## src/hdl/pr_pkg.sv

```systemverilog
// ---------------------------------------------------------------------------
// pr_pkg: shared constants and types of the PageRank power iteration block
// Widths of the node index, rank values and the command and status words
// that pass between the controller and the datapath.
// ---------------------------------------------------------------------------
`timescale 1ns / 1ps

package pr_pkg;

  // Node count and derived index width
  localparam int NODES  = 4;
  localparam int NODE_W = $clog2(NODES);

  // Unsigned Q0.24 values, one extra bit to hold 1.0 itself
  localparam int FRAC_W = 24;
  localparam int RANK_W = FRAC_W + 1;
  localparam logic [RANK_W-1:0] ONE = RANK_W'(1 << FRAC_W);
  localparam logic [RANK_W-1:0] INIT_RANK = RANK_W'((1 << FRAC_W) / NODES);

  // Product, row accumulator and L1 distance widths
  localparam int PROD_W = 2 * RANK_W;
  localparam int ACC_W  = PROD_W + $clog2(NODES);
  localparam int DIST_W = RANK_W + $clog2(NODES);

  // Iteration counter and configuration port
  localparam int ITER_W    = 16;
  localparam int CFG_IDX_W = 2;
  localparam int CFG_DAT_W = 25;
  localparam logic [CFG_IDX_W-1:0] CFG_TOLERANCE = CFG_IDX_W'(0);
  localparam logic [CFG_IDX_W-1:0] CFG_MAX_ITER  = CFG_IDX_W'(1);
  localparam logic [RANK_W-1:0] TOL_RESET  = RANK_W'(168);
  localparam logic [ITER_W-1:0] ITER_RESET = ITER_W'(1000);

  // Controller to datapath commands
  typedef struct packed {
    logic              load;   // input word accepted
    logic              start;  // last element taken, begin a run
    logic              mul;    // register one product
    logic              acc;    // add the product into the row sum
    logic              row;    // finish one row of the next vector
    logic              check;  // close one iteration
    logic              clear;  // wipe the matrix store
    logic [NODE_W-1:0] r;
    logic [NODE_W-1:0] c;
    logic [NODE_W-1:0] node;
  } pr_cmd_t;

  // Datapath to controller status
  typedef struct packed {
    logic conv;     // L1 distance below tolerance
    logic cap_hit;  // this iteration reaches the cap
  } pr_status_t;

endpackage

```

## src/hdl/pagerank_power_iteration.sv

```systemverilog
// ---------------------------------------------------------------------------
// pagerank_power_iteration: PageRank by power iteration over a link matrix
// Top level joining the sequencer and the datapath.
// ---------------------------------------------------------------------------
// Usage:
//   Input channel (in_valid_i / in_stall_o) takes one matrix element word per
//   cycle while in_stall_o is low: row, col, weight (Q0.24, clamped to 1.0)
//   and last. Elements with last low give no result. The word with last high
//   is stored and starts a run from a uniform rank of 1/NODES.
//   Each iteration uses one shared multiplier: one product then one add per
//   element, plus a row finish per row and a final check.
//   The run ends when the L1 distance drops below tolerance or the cap of
//   max_iterations (0 acts as 1) is reached; then NODES result words follow,
//   node 0 first, with last_node_o high on the final one.
//   in_stall_o stays high from the last element until the final result word
//   is taken. A stall on out_stall_i holds the current result word.
//   The matrix store is cleared after the final result word is taken.
//   Configuration (cfg_valid_i / cfg_ready_o) is always ready: index 0 is the
//   tolerance, index 1 the iteration cap; write it only while idle.
//   Reset clears the matrix store and ranks and loads tolerance 168 and a
//   cap of 1000.
// ---------------------------------------------------------------------------
`timescale 1ns / 1ps

module pagerank_power_iteration import pr_pkg::*; (
  input  logic                 clk_i,
  input  logic                 rst_ni,
  input  logic                 cfg_valid_i,
  output logic                 cfg_ready_o,
  input  logic [CFG_IDX_W-1:0] cfg_index_i,
  input  logic [CFG_DAT_W-1:0] cfg_data_i,
  input  logic                 in_valid_i,
  output logic                 in_stall_o,
  input  logic [1:0]           row_i,
  input  logic [1:0]           col_i,
  input  logic [24:0]          weight_i,
  input  logic                 last_i,
  output logic                 out_valid_o,
  input  logic                 out_stall_i,
  output logic [1:0]           node_o,
  output logic [24:0]          rank_o,
  output logic                 converged_o,
  output logic [15:0]          iterations_o,
  output logic                 last_node_o
);

  pr_cmd_t    cmd;
  pr_status_t status;

  pr_ctrl u_ctrl (
    .clk_i       (clk_i),
    .rst_ni      (rst_ni),
    .in_valid_i  (in_valid_i),
    .last_i      (last_i),
    .in_stall_o  (in_stall_o),
    .out_valid_o (out_valid_o),
    .out_stall_i (out_stall_i),
    .node_o      (node_o),
    .last_node_o (last_node_o),
    .status_i    (status),
    .cmd_o       (cmd)
  );

  pr_datapath u_datapath (
    .clk_i        (clk_i),
    .rst_ni       (rst_ni),
    .cfg_valid_i  (cfg_valid_i),
    .cfg_ready_o  (cfg_ready_o),
    .cfg_index_i  (cfg_index_i),
    .cfg_data_i   (cfg_data_i),
    .row_i        (row_i),
    .col_i        (col_i),
    .weight_i     (weight_i),
    .cmd_i        (cmd),
    .status_o     (status),
    .rank_o       (rank_o),
    .converged_o  (converged_o),
    .iterations_o (iterations_o)
  );

endmodule

```

## src/hdl/pr_ctrl.sv

```systemverilog
// ---------------------------------------------------------------------------
// pr_ctrl: sequencer of the PageRank power iteration
// Walks load, multiply, accumulate, row finish, iteration check and result
// emission, and drives the handshakes of both channels.
// ---------------------------------------------------------------------------
`timescale 1ns / 1ps

module pr_ctrl import pr_pkg::*; (
  input  logic              clk_i,
  input  logic              rst_ni,
  input  logic              in_valid_i,
  input  logic              last_i,
  output logic              in_stall_o,
  output logic              out_valid_o,
  input  logic              out_stall_i,
  output logic [NODE_W-1:0] node_o,
  output logic              last_node_o,
  input  pr_status_t        status_i,
  output pr_cmd_t           cmd_o
);

  localparam logic [2:0] S_LOAD  = 3'd0;
  localparam logic [2:0] S_MUL   = 3'd1;
  localparam logic [2:0] S_ACC   = 3'd2;
  localparam logic [2:0] S_ROW   = 3'd3;
  localparam logic [2:0] S_CHECK = 3'd4;
  localparam logic [2:0] S_EMIT  = 3'd5;

  localparam logic [NODE_W-1:0] LAST_IDX = NODE_W'(NODES - 1);

  logic [2:0]        state_q, state_d;
  logic [NODE_W-1:0] r_q, r_d;
  logic [NODE_W-1:0] c_q, c_d;
  logic [NODE_W-1:0] node_q, node_d;
  logic              in_acc;
  logic              out_acc;

  assign in_stall_o  = (state_q != S_LOAD);
  assign out_valid_o = (state_q == S_EMIT);
  assign node_o      = node_q;
  assign last_node_o = (node_q == LAST_IDX);
  assign in_acc      = in_valid_i && !in_stall_o;
  assign out_acc     = out_valid_o && !out_stall_i;

  // Next state and counters
  always_comb begin
    state_d = state_q;
    r_d     = r_q;
    c_d     = c_q;
    node_d  = node_q;
    cmd_o   = '0;
    cmd_o.r    = r_q;
    cmd_o.c    = c_q;
    cmd_o.node = node_q;
    unique case (state_q)
      S_LOAD: begin
        if (in_acc) begin
          cmd_o.load = 1'b1;
          if (last_i) begin
            cmd_o.start = 1'b1;
            r_d     = '0;
            c_d     = '0;
            state_d = S_MUL;
          end
        end
      end
      S_MUL: begin
        cmd_o.mul = 1'b1;
        state_d   = S_ACC;
      end
      S_ACC: begin
        cmd_o.acc = 1'b1;
        if (c_q == LAST_IDX) begin
          state_d = S_ROW;
        end else begin
          c_d     = c_q + NODE_W'(1);
          state_d = S_MUL;
        end
      end
      S_ROW: begin
        cmd_o.row = 1'b1;
        c_d       = '0;
        if (r_q == LAST_IDX) begin
          state_d = S_CHECK;
        end else begin
          r_d     = r_q + NODE_W'(1);
          state_d = S_MUL;
        end
      end
      S_CHECK: begin
        cmd_o.check = 1'b1;
        r_d         = '0;
        if (status_i.conv || status_i.cap_hit) begin
          node_d  = '0;
          state_d = S_EMIT;
        end else begin
          state_d = S_MUL;
        end
      end
      S_EMIT: begin
        if (out_acc) begin
          if (node_q == LAST_IDX) begin
            cmd_o.clear = 1'b1;
            state_d     = S_LOAD;
          end else begin
            node_d = node_q + NODE_W'(1);
          end
        end
      end
      default: begin
        state_d = S_LOAD;
      end
    endcase
  end

  // State and counter registers
  always_ff @(posedge clk_i or negedge rst_ni) begin
    if (!rst_ni) begin
      state_q <= S_LOAD;
      r_q     <= '0;
      c_q     <= '0;
      node_q  <= '0;
    end else begin
      state_q <= state_d;
      r_q     <= r_d;
      c_q     <= c_d;
      node_q  <= node_d;
    end
  end

`ifndef NO_ASSERTIONS
  a_no_overlap: assert property (@(posedge clk_i) disable iff (!rst_ni)
    !in_stall_o |-> !out_valid_o)
    else $error("input ready while results are pending");
  a_start_run: assert property (@(posedge clk_i) disable iff (!rst_ni)
    (in_acc && last_i) |=> (state_q == S_MUL && r_q == '0 && c_q == '0))
    else $error("run did not start after last element");
  a_back_to_load: assert property (@(posedge clk_i) disable iff (!rst_ni)
    (out_acc && last_node_o) |=> !in_stall_o)
    else $error("input not reopened after final result");
  a_emit_from_zero: assert property (@(posedge clk_i) disable iff (!rst_ni)
    (state_q == S_CHECK && state_d == S_EMIT) |=> (node_q == '0))
    else $error("results do not start at node zero");
`endif

endmodule

```

## src/hdl/pr_datapath.sv

```systemverilog
// ---------------------------------------------------------------------------
// pr_datapath: matrix store, rank vectors and arithmetic
// One registered 25x25 multiplier feeds a row accumulator; row sums are
// saturated and folded into an L1 distance checked against the tolerance.
// ---------------------------------------------------------------------------
`timescale 1ns / 1ps

module pr_datapath import pr_pkg::*; (
  input  logic                 clk_i,
  input  logic                 rst_ni,
  input  logic                 cfg_valid_i,
  output logic                 cfg_ready_o,
  input  logic [CFG_IDX_W-1:0] cfg_index_i,
  input  logic [CFG_DAT_W-1:0] cfg_data_i,
  input  logic [NODE_W-1:0]    row_i,
  input  logic [NODE_W-1:0]    col_i,
  input  logic [RANK_W-1:0]    weight_i,
  input  pr_cmd_t              cmd_i,
  output pr_status_t           status_o,
  output logic [RANK_W-1:0]    rank_o,
  output logic                 converged_o,
  output logic [ITER_W-1:0]    iterations_o
);

  logic [RANK_W-1:0] mtx_q [NODES][NODES];
  logic [RANK_W-1:0] cur_q [NODES];
  logic [RANK_W-1:0] nxt_q [NODES];
  logic [PROD_W-1:0] prod_q;
  logic [ACC_W-1:0]  acc_q;
  logic [DIST_W-1:0] dist_q;
  logic [ITER_W-1:0] iter_q;
  logic              conv_q;
  logic [RANK_W-1:0] tol_q;
  logic [ITER_W-1:0] max_q;

  logic [RANK_W-1:0]     w_sat;
  logic                  in_range;
  logic [ACC_W-FRAC_W-1:0] shifted;
  logic [RANK_W-1:0]     row_val;
  logic [RANK_W-1:0]     cur_r;
  logic [RANK_W-1:0]     abs_diff;
  logic [ITER_W-1:0]     cap;

  assign cfg_ready_o = 1'b1;

  // Clamp the weight and drop elements outside the matrix
  assign w_sat    = (weight_i > ONE) ? ONE : weight_i;
  assign in_range = (32'(row_i) < NODES) && (32'(col_i) < NODES);

  // Saturate the finished row sum and take its distance to the current rank
  assign shifted  = acc_q[ACC_W-1:FRAC_W];
  assign row_val  = (shifted > (ACC_W-FRAC_W)'(ONE)) ? ONE : shifted[RANK_W-1:0];
  assign cur_r    = cur_q[cmd_i.r];
  assign abs_diff = (row_val >= cur_r) ? (row_val - cur_r) : (cur_r - row_val);

  // Status toward the controller
  assign cap              = (max_q == '0) ? ITER_W'(1) : max_q;
  assign status_o.conv    = dist_q < DIST_W'(tol_q);
  assign status_o.cap_hit = ({1'b0, iter_q} + (ITER_W+1)'(1)) >= {1'b0, cap};

  assign rank_o       = cur_q[cmd_i.node];
  assign converged_o  = conv_q;
  assign iterations_o = iter_q;

  // Configuration registers
  always_ff @(posedge clk_i or negedge rst_ni) begin
    if (!rst_ni) begin
      tol_q <= TOL_RESET;
      max_q <= ITER_RESET;
    end else if (cfg_valid_i && cfg_ready_o) begin
      if (cfg_index_i == CFG_TOLERANCE) begin
        tol_q <= cfg_data_i[RANK_W-1:0];
      end else if (cfg_index_i == CFG_MAX_ITER) begin
        max_q <= cfg_data_i[ITER_W-1:0];
      end
    end
  end

  // Matrix store: write on load, wipe after a run
  always_ff @(posedge clk_i or negedge rst_ni) begin
    if (!rst_ni) begin
      for (int i = 0; i < NODES; i++) begin
        for (int j = 0; j < NODES; j++) begin
          mtx_q[i][j] <= '0;
        end
      end
    end else if (cmd_i.clear) begin
      for (int i = 0; i < NODES; i++) begin
        for (int j = 0; j < NODES; j++) begin
          mtx_q[i][j] <= '0;
        end
      end
    end else if (cmd_i.load && in_range) begin
      mtx_q[row_i][col_i] <= w_sat;
    end
  end

  // Product register
  always_ff @(posedge clk_i) begin
    if (cmd_i.mul) begin
      prod_q <= PROD_W'(mtx_q[cmd_i.r][cmd_i.c]) * PROD_W'(cur_q[cmd_i.c]);
    end
  end

  // Rank vectors, accumulators and iteration state
  always_ff @(posedge clk_i or negedge rst_ni) begin
    if (!rst_ni) begin
      for (int i = 0; i < NODES; i++) begin
        cur_q[i] <= '0;
        nxt_q[i] <= '0;
      end
      acc_q  <= '0;
      dist_q <= '0;
      iter_q <= '0;
      conv_q <= 1'b0;
    end else begin
      if (cmd_i.start) begin
        for (int i = 0; i < NODES; i++) begin
          cur_q[i] <= INIT_RANK;
        end
        acc_q  <= '0;
        dist_q <= '0;
        iter_q <= '0;
      end
      if (cmd_i.acc) begin
        acc_q <= acc_q + ACC_W'(prod_q);
      end
      if (cmd_i.row) begin
        nxt_q[cmd_i.r] <= row_val;
        dist_q         <= dist_q + DIST_W'(abs_diff);
        acc_q          <= '0;
      end
      if (cmd_i.check) begin
        for (int i = 0; i < NODES; i++) begin
          cur_q[i] <= nxt_q[i];
        end
        iter_q <= iter_q + ITER_W'(1);
        conv_q <= status_o.conv;
        dist_q <= '0;
      end
    end
  end

endmodule

```

## config.mk

```make
export PLATFORM = sky130hd
export DESIGN_NAME = pagerank_power_iteration
export DESIGN_NICKNAME = d
export VERILOG_FILES = /design/src/hdl/pr_pkg.sv /design/src/hdl/pagerank_power_iteration.sv /design/src/hdl/pr_ctrl.sv /design/src/hdl/pr_datapath.sv
export SDC_FILE = /design/constraint.sdc
export NUM_CORES = 2
export LEC_CHECK = 0
export BUFFER_PORTS_ARGS = -buffer_cell sky130_fd_sc_hd__buf_2
export CORE_MARGIN = 2
export CORE_UTILIZATION = 33
export CTS_CLUSTER_SIZE = 25
export DETAILED_ROUTE_END_ITERATION = 10
export PLACE_DENSITY = 0.56
export SYNTH_ARGS = -nofsm -noshare
export SYNTH_HDL_FRONTEND = slang
export SYNTH_SLANG_ARGS = --single-unit
```

## constraint.sdc

```tcl
create_clock -name clk_i -period 12.65 [get_ports clk_i]
set_input_delay 0.6325 -clock clk_i [delete_from_list [all_inputs] [get_ports clk_i]]
set_output_delay 0.6325 -clock clk_i [all_outputs]
set_load 0.05 [all_outputs]
```

# After elaboration in Yosys (flattened, before gate mapping)
# Index checks and enable logic that the tools add are counted.
dict set report op_classes {
  shift 0
  n_reduce_logical 25
  addsub 9
  eq_ne 17
  bitwise_logic 6
  multipliers 1
  n_mux 67
  order_cmp 13
  div 0
}
# cell n
set ops {}
lappend ops {{400-bit 2-to-1 mux} 2}
lappend ops {{100-bit 2-to-1 mux} 5}
lappend ops {{400-bit bitwise mux} 1}
lappend ops {{25-bit 2-to-1 mux} 13}
lappend ops {{100-bit binary-select mux with 2-bit select} 1}
lappend ops {{25-bit binary-select mux with 2-bit select} 4}
lappend ops {{100-bit demux with 2-bit select} 1}
lappend ops {{52-bit 2-to-1 mux} 3}
lappend ops {{100-bit bitwise mux} 1}
lappend ops {{25-bit demux with 2-bit select} 2}
lappend ops {{27-bit 2-to-1 mux} 3}
lappend ops {{52-bit by 50-bit adder with 52-bit output} 1}
lappend ops {{25-bit by 25-bit multiplier with 50-bit output} 1}
lappend ops {{25-bit subtractor} 2}
lappend ops {{16-bit 2-to-1 mux} 3}
lappend ops {{28-bit by 25-bit greater-than comparator with 1-bit output, second input constant} 1}
lappend ops {{27-bit by 25-bit adder with 27-bit output} 1}
lappend ops {{27-bit by 25-bit less-than comparator with 1-bit output} 1}
lappend ops {{25-bit greater-or-equal comparator} 1}
lappend ops {{25-bit greater-than comparator, second input constant} 1}
lappend ops {{2-bit 2-to-1 mux} 10}
lappend ops {{3-bit 2-to-1 mux} 6}
lappend ops {{3-bit one-hot mux with 6 select lines} 1}
lappend ops {{16-bit by 1-bit adder with 17-bit output, second input constant} 1}
lappend ops {{other kinds (28)} 72}
dict set report totals {
  rom_bits 0
  elab_cells 173
  memories 0
  register_bits 796
  out_inout_bits 48
  latchBits 0
  ramBits 0
  input_bits 62
}

# Logic depth before layout (Yosys ltp)
dict set report logic_depth {
  ltp_word 10
  mapped_depth 36
  mapped_depth_nobuf 31
}

# Cells and area by module
# Synthesis repeated with hierarchy kept, for this count alone.
dict set report hier_totals {
  cells_unflattened 6598
  hier_area_um2 62112.1
}
# module area_each_um2 n_inst cells_per_inst seq_area_each_um2
set by_module_without_submodules {}
lappend by_module_without_submodules {pr_datapath 61525.3 1 6533 19955.4}
lappend by_module_without_submodules {pr_ctrl 586.8 1 65 225.2}

# Worst setup path before layout
# OpenSTA, ideal clock, no wires.
dict set report synth_path {
  path_type {register to register}
  start {reg u_ctrl.r_q[0]}
  end {reg u_datapath.prod_q[47] (data pin)}
  setup_ps 258
  slack_ps 4098
  synth_period_minus_slack_ps 8552
  t_arrival_ps 8294
  stages_incl_launch_ff 32
  n_path_buf 4
  required_ps 12392
  cell_sequence {dfrtp_1 > buf_2 > buf_1 > mux4_2 > mux2_2 > o21ai_0 > clkbuf_1 > nor2_1 > fa_1 > fa_1 > inv_1 > fa_1 > fa_1 > inv_1 > fa_1 > fa_1 > inv_1 > fa_1 > inv_1 > ha_1 > clkbuf_1 > nand2_1 > o21ai_0 > a21oi_1 > o21ai_0 > nand3_1 > o21ai_0 > nand2_1 > or3_1 > a21oi_1 > nor2_1 > xnor2_1}
}
dict set report synth_between {
  elab_chain_cells 8
}
# item line_no
set synth_rtl {}
lappend synth_rtl {{start: declaration} pr_ctrl.sv:32} ;# logic [NODE_W-1:0] r_q, r_d;
lappend synth_rtl {{start signal: assignment} pr_ctrl.sv:125} ;# r_q <= r_d;
lappend synth_rtl {{2-bit NOT with 3-bit output (not written as such)} pr_datapath.sv:101} ;# prod_q <= PROD_W'(mtx_q[cmd_i.r][cmd_i.c]) * PROD_W'(cur_q[cmd_i.c]);
lappend synth_rtl {{100-bit binary-select mux with 2-bit select} pr_datapath.sv:101}
lappend synth_rtl {{100-bit 2-to-1 mux (not written as such) (2 in series)} pr_datapath.sv:101}
lappend synth_rtl {{25-bit binary-select mux with 2-bit select} pr_datapath.sv:101}
lappend synth_rtl {{25-bit 2-to-1 mux (not written as such) (2 in series)} pr_datapath.sv:101}
lappend synth_rtl {{25-bit by 25-bit multiplier with 50-bit output} pr_datapath.sv:101}
lappend synth_rtl {{end signal: assignment} pr_datapath.sv:101}
lappend synth_rtl {{end: declaration} pr_datapath.sv:28} ;# logic [PROD_W-1:0] prod_q;
# No other way between the ends. The select of a mux whose other input is x is not followed.
# A chain may end at the register's enable or synchronous reset.

# Worst setup path after layout
dict set report layout_path {
  start {reg u_ctrl.r_q[0]}
  end {reg u_datapath.prod_q[44] (data pin)}
}
# The elaborated chain is that of the path after synthesis.

==> impl_metrics.prom <==
# TYPE chip_impl_metric gauge
chip_impl_metric{name="ff_latch_area",unit="sq um"} 20200
chip_impl_info{name="synth-main-ff-cell",value="dfrtp_1"} 1
chip_impl_info{name="critical-path-top-cell-by-count",value="fa_1"} 1
chip_impl_metric{name="top_level_ports",unit=""} 110
chip_impl_metric{name="grt_pass1_wl",unit="mm"} 291.8
chip_impl_metric{name="ff2ff_setup_slack",unit="ns"} 2.61
chip_impl_metric{name="first_global_vias",unit=""} 47660
chip_impl_metric{name="place.detailed.hpwl",unit="mm"} 132.8
chip_impl_info{name="r2r_end",value="u_datapath.prod_q[44]"} 1
chip_impl_info{name="netlist.top_cell.by_area",value="dfrtp_1"} 1
chip_impl_metric{name="die_span_x",unit="um"} 436.0
chip_impl_metric{name="yosys_warnings",unit=""} 0
chip_impl_metric{name="critPathMaxStageDelay",unit="ns"} 1.11
chip_impl_metric{name="initial_utilization",unit=""} 0.3321
chip_impl_info{name="timing.critical_path.max_delay_family",value="adder cells"} 1
chip_impl_metric{name="fin_worst_hold_slack",unit="ns"} 0.1253
chip_impl_metric{name="routed_wl",unit="mm"} 187.0
chip_impl_metric{name="vias",unit=""} 46520
chip_impl_metric{name="critical_path_arrival",unit="ns"} 10.47
chip_impl_metric{name="fin_nets",unit=""} 7167
chip_impl_metric{name="static-leakage-power",unit="nW"} 31.28
chip_impl_metric{name="cts_max_path_buffers",unit=""} 3
chip_impl_metric{name="core_area",unit="sq um"} 185400
chip_impl_metric{name="fin_crit_sh",unit=""} 0.7936
chip_impl_info{name="cp-startpoint",value="u_ctrl.r_q[0]"} 1
chip_impl_info{name="rr_startpoint",value="u_ctrl.r_q[0]"} 1
chip_impl_metric{name="grt_antenna_before_repair",unit=""} 5
chip_impl_metric{name="fmax",unit="MHz"} 99.61
chip_impl_metric{name="synth.lib_cells_used.distinct",unit=""} 75
chip_impl_metric{name="grt_start_max_net_pins",unit=""} 168
chip_impl_metric{name="h-tree-depth",unit=""} 3
chip_impl_info{name="hp-class",value="input port to flop"} 1
chip_impl_metric{name="ff2ff_path_depth",unit=""} 28
chip_impl_metric{name="post_synth.cell_area_avg",unit="sq um"} 9.691
chip_impl_metric{name="grt_use_total",unit=""} 0.1965
chip_impl_info{name="critical_path.slowest_cell",value="dfrtp_4"} 1
chip_impl_metric{name="drv.max_cap_violation_count",unit=""} 0
chip_impl_metric{name="worstPathMaxFanout",unit=""} 48
chip_impl_metric{name="synth-async-reset-ratio",unit=""} 0.9372
chip_impl_metric{name="drt-initial-drc-count",unit=""} 3640
chip_impl_info{name="outcome",value="finished clean"} 1
chip_impl_metric{name="fin_ws",unit="ns"} 2.611
chip_impl_metric{name="setup_viol_count_final",unit=""} 0
chip_impl_info{name="hold_start",value="cfg_data_i[20]"} 1
chip_impl_info{name="clockRootBuffer",value="clkbuf_16"} 1
chip_impl_metric{name="die_y",unit="um"} 436.0
chip_impl_metric{name="route.detailed.drc",unit=""} 0
chip_impl_info{name="ys_top_cells_by_count",value="dfrtp_1, inv_1, o21ai_0, nand2_1, fa_1"} 1
chip_impl_metric{name="port_buffers",unit=""} 108
chip_impl_metric{name="path_depth",unit=""} 28
chip_impl_metric{name="drt_pass1_iterations",unit=""} 5
chip_impl_metric{name="num-fill-cells",unit=""} 18760
chip_impl_metric{name="postCtsSetupRepairBufs",unit=""} 0
chip_impl_metric{name="syn_inst",unit=""} 6354
chip_impl_metric{name="rows",unit=""} 158
chip_impl_metric{name="final_layout_size_suffix_gt1_frac",unit=""} 0.1044
chip_impl_metric{name="period_needed",unit="ns"} 10.04
chip_impl_metric{name="power.density_cell_area",unit="nW/um^2"} 223.2
chip_impl_metric{name="worst_slew_pin_slew",unit="ns"} 1.192
chip_impl_metric{name="slew-limit-headroom",unit=""} 0.2027
chip_impl_info{name="timing.critical_path.to_type",value="flop"} 1
chip_impl_metric{name="clk_pin_slew",unit="ns"} 0.07
chip_impl_metric{name="overflow",unit=""} 0
chip_impl_info{name="synth_area_leaders",value="dfrtp_1, fa_1, ha_1, mux4_2, o21ai_0"} 1
chip_impl_metric{name="syn-cell-area",unit="sq um"} 61580
chip_impl_metric{name="final_max_slew_viol_count",unit=""} 0
chip_impl_metric{name="synth_enable_flop_cells",unit=""} 50
chip_impl_info{name="rsz0062_at_grt",value="no"} 1
chip_impl_info{name="criticalPathCategory",value="flop to flop"} 1
chip_impl_metric{name="multiInputGateArea",unit="sq um"} 37240
chip_impl_info{name="worst_setup_path_start_kind",value="flop"} 1
chip_impl_metric{name="timing_hold_violations_final",unit=""} 0
chip_impl_metric{name="flip_flop_and_latch_count_after_synthesis",unit=""} 796
chip_impl_info{name="tritoncts",value="done"} 1
chip_impl_metric{name="crit_required",unit="ns"} 13.08
chip_impl_metric{name="clock_sink_total",unit=""} 796
chip_impl_metric{name="mappedNetlistNets",unit=""} 7302
chip_impl_metric{name="synthToLayoutAreaGrowth",unit="%"} 9.987
chip_impl_metric{name="post_drt_wl_per_cell",unit="um"} 21.30
chip_impl_info{name="synth.most_common_cell",value="dfrtp_1"} 1
chip_impl_metric{name="place_ws",unit="ns"} 2.619
chip_impl_metric{name="path_buf_inv",unit=""} 8
chip_impl_metric{name="cts-buffers-inserted",unit=""} 89
chip_impl_metric{name="clock_insertion_delay_worst_skew",unit="ns"} 0.71
chip_impl_metric{name="power.total",unit="W"} 0.01512
chip_impl_metric{name="setup_tns",unit="ns"} 0
chip_impl_metric{name="viasPerCell",unit=""} 5.300
chip_impl_metric{name="synth_sequential_area_ratio",unit=""} 0.3277
chip_impl_info{name="endpoint",value="u_datapath.prod_q[44]"} 1
chip_impl_metric{name="floorplan.die_area",unit="sq um"} 190100
chip_impl_metric{name="clock_skew",unit="ns"} 0.05015
chip_impl_metric{name="final_antenna_net_count",unit=""} 0
chip_impl_metric{name="worst_ir_drop_vdd",unit="mV"} 0.1520
chip_impl_metric{name="gp_congestion",unit=""} 0.9179
chip_impl_metric{name="synth_largest_type_area_fraction",unit=""} 0.2995
## timing repair
action / 4_1_cts / 5_1_grt
hold endpoints to repair: 57 / 0
gates resized for setup: 0 / 0
hold buffers: 1 / 0
## registers in the layout, summed over array words and instances (netlist names)
| register | count |
|---|---|
| u_ctrl.r_q | 2 |
| u_datapath.prod_q | 50 |
| u_datapath.tol_q | 25 |
| u_datapath.iterations_o | 16 |
| u_datapath.converged_o | 1 |
| u_ctrl.node_o | 2 |
| u_datapath.max_q | 16 |
| u_datapath.nxt_q | 100 |
| u_ctrl.state_q | 3 |
| u_datapath.acc_q | 52 |
| u_datapath.cur_q | 100 |
| u_datapath.dist_q | 27 |
| u_datapath.mtx_q | 400 |
| u_ctrl.c_q | 2 |
## kinds of logic (layout without fill, tap and decap cells)
group | count (synthesis) | count (layout) | share of synthesized area
AND/OR/NAND/NOR | 1731 | 1731 | 0.1244
AO/OA/AOI/OAI | 1354 | 1354 | 0.1323
buffers and inverters | 1157 | 1094 | 0.07103
adder cells (fa/ha/maj) | 886 | 886 | 0.2446
flip-flops | 796 | 796 | 0.3277
multiplexers | 278 | 278 | 0.07841
XOR/XNOR | 151 | 151 | 0.02148
other | 1 | 7 | 0.00006090
## power breakdown
group          switching, W  internal, W
logic               0.00535      0.00315
clock network       0.00113      0.00163
registers          0.000529      0.00333
## worst min-delay path, cell delays in order
cell,delay [ns]
buf_2,0.07
nand2_1,0.03
o21ai_0,0.06
## area by class of cell
cell class | instances | area share
diodes | 6 | 0.0002217
flip-flops and latches | 796 | 0.2982
repair buffers | 204 | 0.01936
clock inverters | 41 | 0.008387
well taps | 2480 | 0.04581
inverters | 727 | 0.04029
multi-input cells | 4401 | 0.5499
clock buffers | 122 | 0.03783
## layer usage
layer	routed length [um]	track usage	up-vias
met2	86530	0.3146	1304
li1	-	-	21120
met1	84250	0.2749	23820
met3	10790	0.02848	271
met4	5383	0.05988	0
met5	0	0	-
## cell usage in the layout, fill, tap and decap left out, drive strengths merged, types with 56 or more instances in the layout
master	synthesis	routed
dfrtp	737	737
inv	726	731
o21ai	729	729
nand2	622	622
fa	530	530
nand3	461	461
nor2	419	419
ha	356	356
buf	70	203
a21oi	188	188
mux4	157	157
a22o	154	154
clkbuf	360	122
a21o	103	103
xnor2	93	93
mux2	65	65
xor2	58	58
mux2i	56	56
## per-stage QoR
step	area, sq um	utilization	instances
detailed placement	64570	0.3482	8607
global route	67720	0.3652	8772
finish	67730	0.3652	8777
CTS	67710	0.3652	8771
floorplan	61580	-	6354
global placement	64570	0.3482	8607
## worst min path at each step
stage                           end  depth (start not counted)
3_5_place_dp    u_datapath.nxt_q[4]                          2
2_1_floorplan         u_ctrl.c_q[0]                          0
6_report       u_datapath.tol_q[20]                          3
3_3_place_gp   u_datapath.nxt_q[92]                          2
4_1_cts        u_datapath.tol_q[18]                          3
5_1_grt        u_datapath.tol_q[19]                          3
Power figures use the tool's default switching activity.
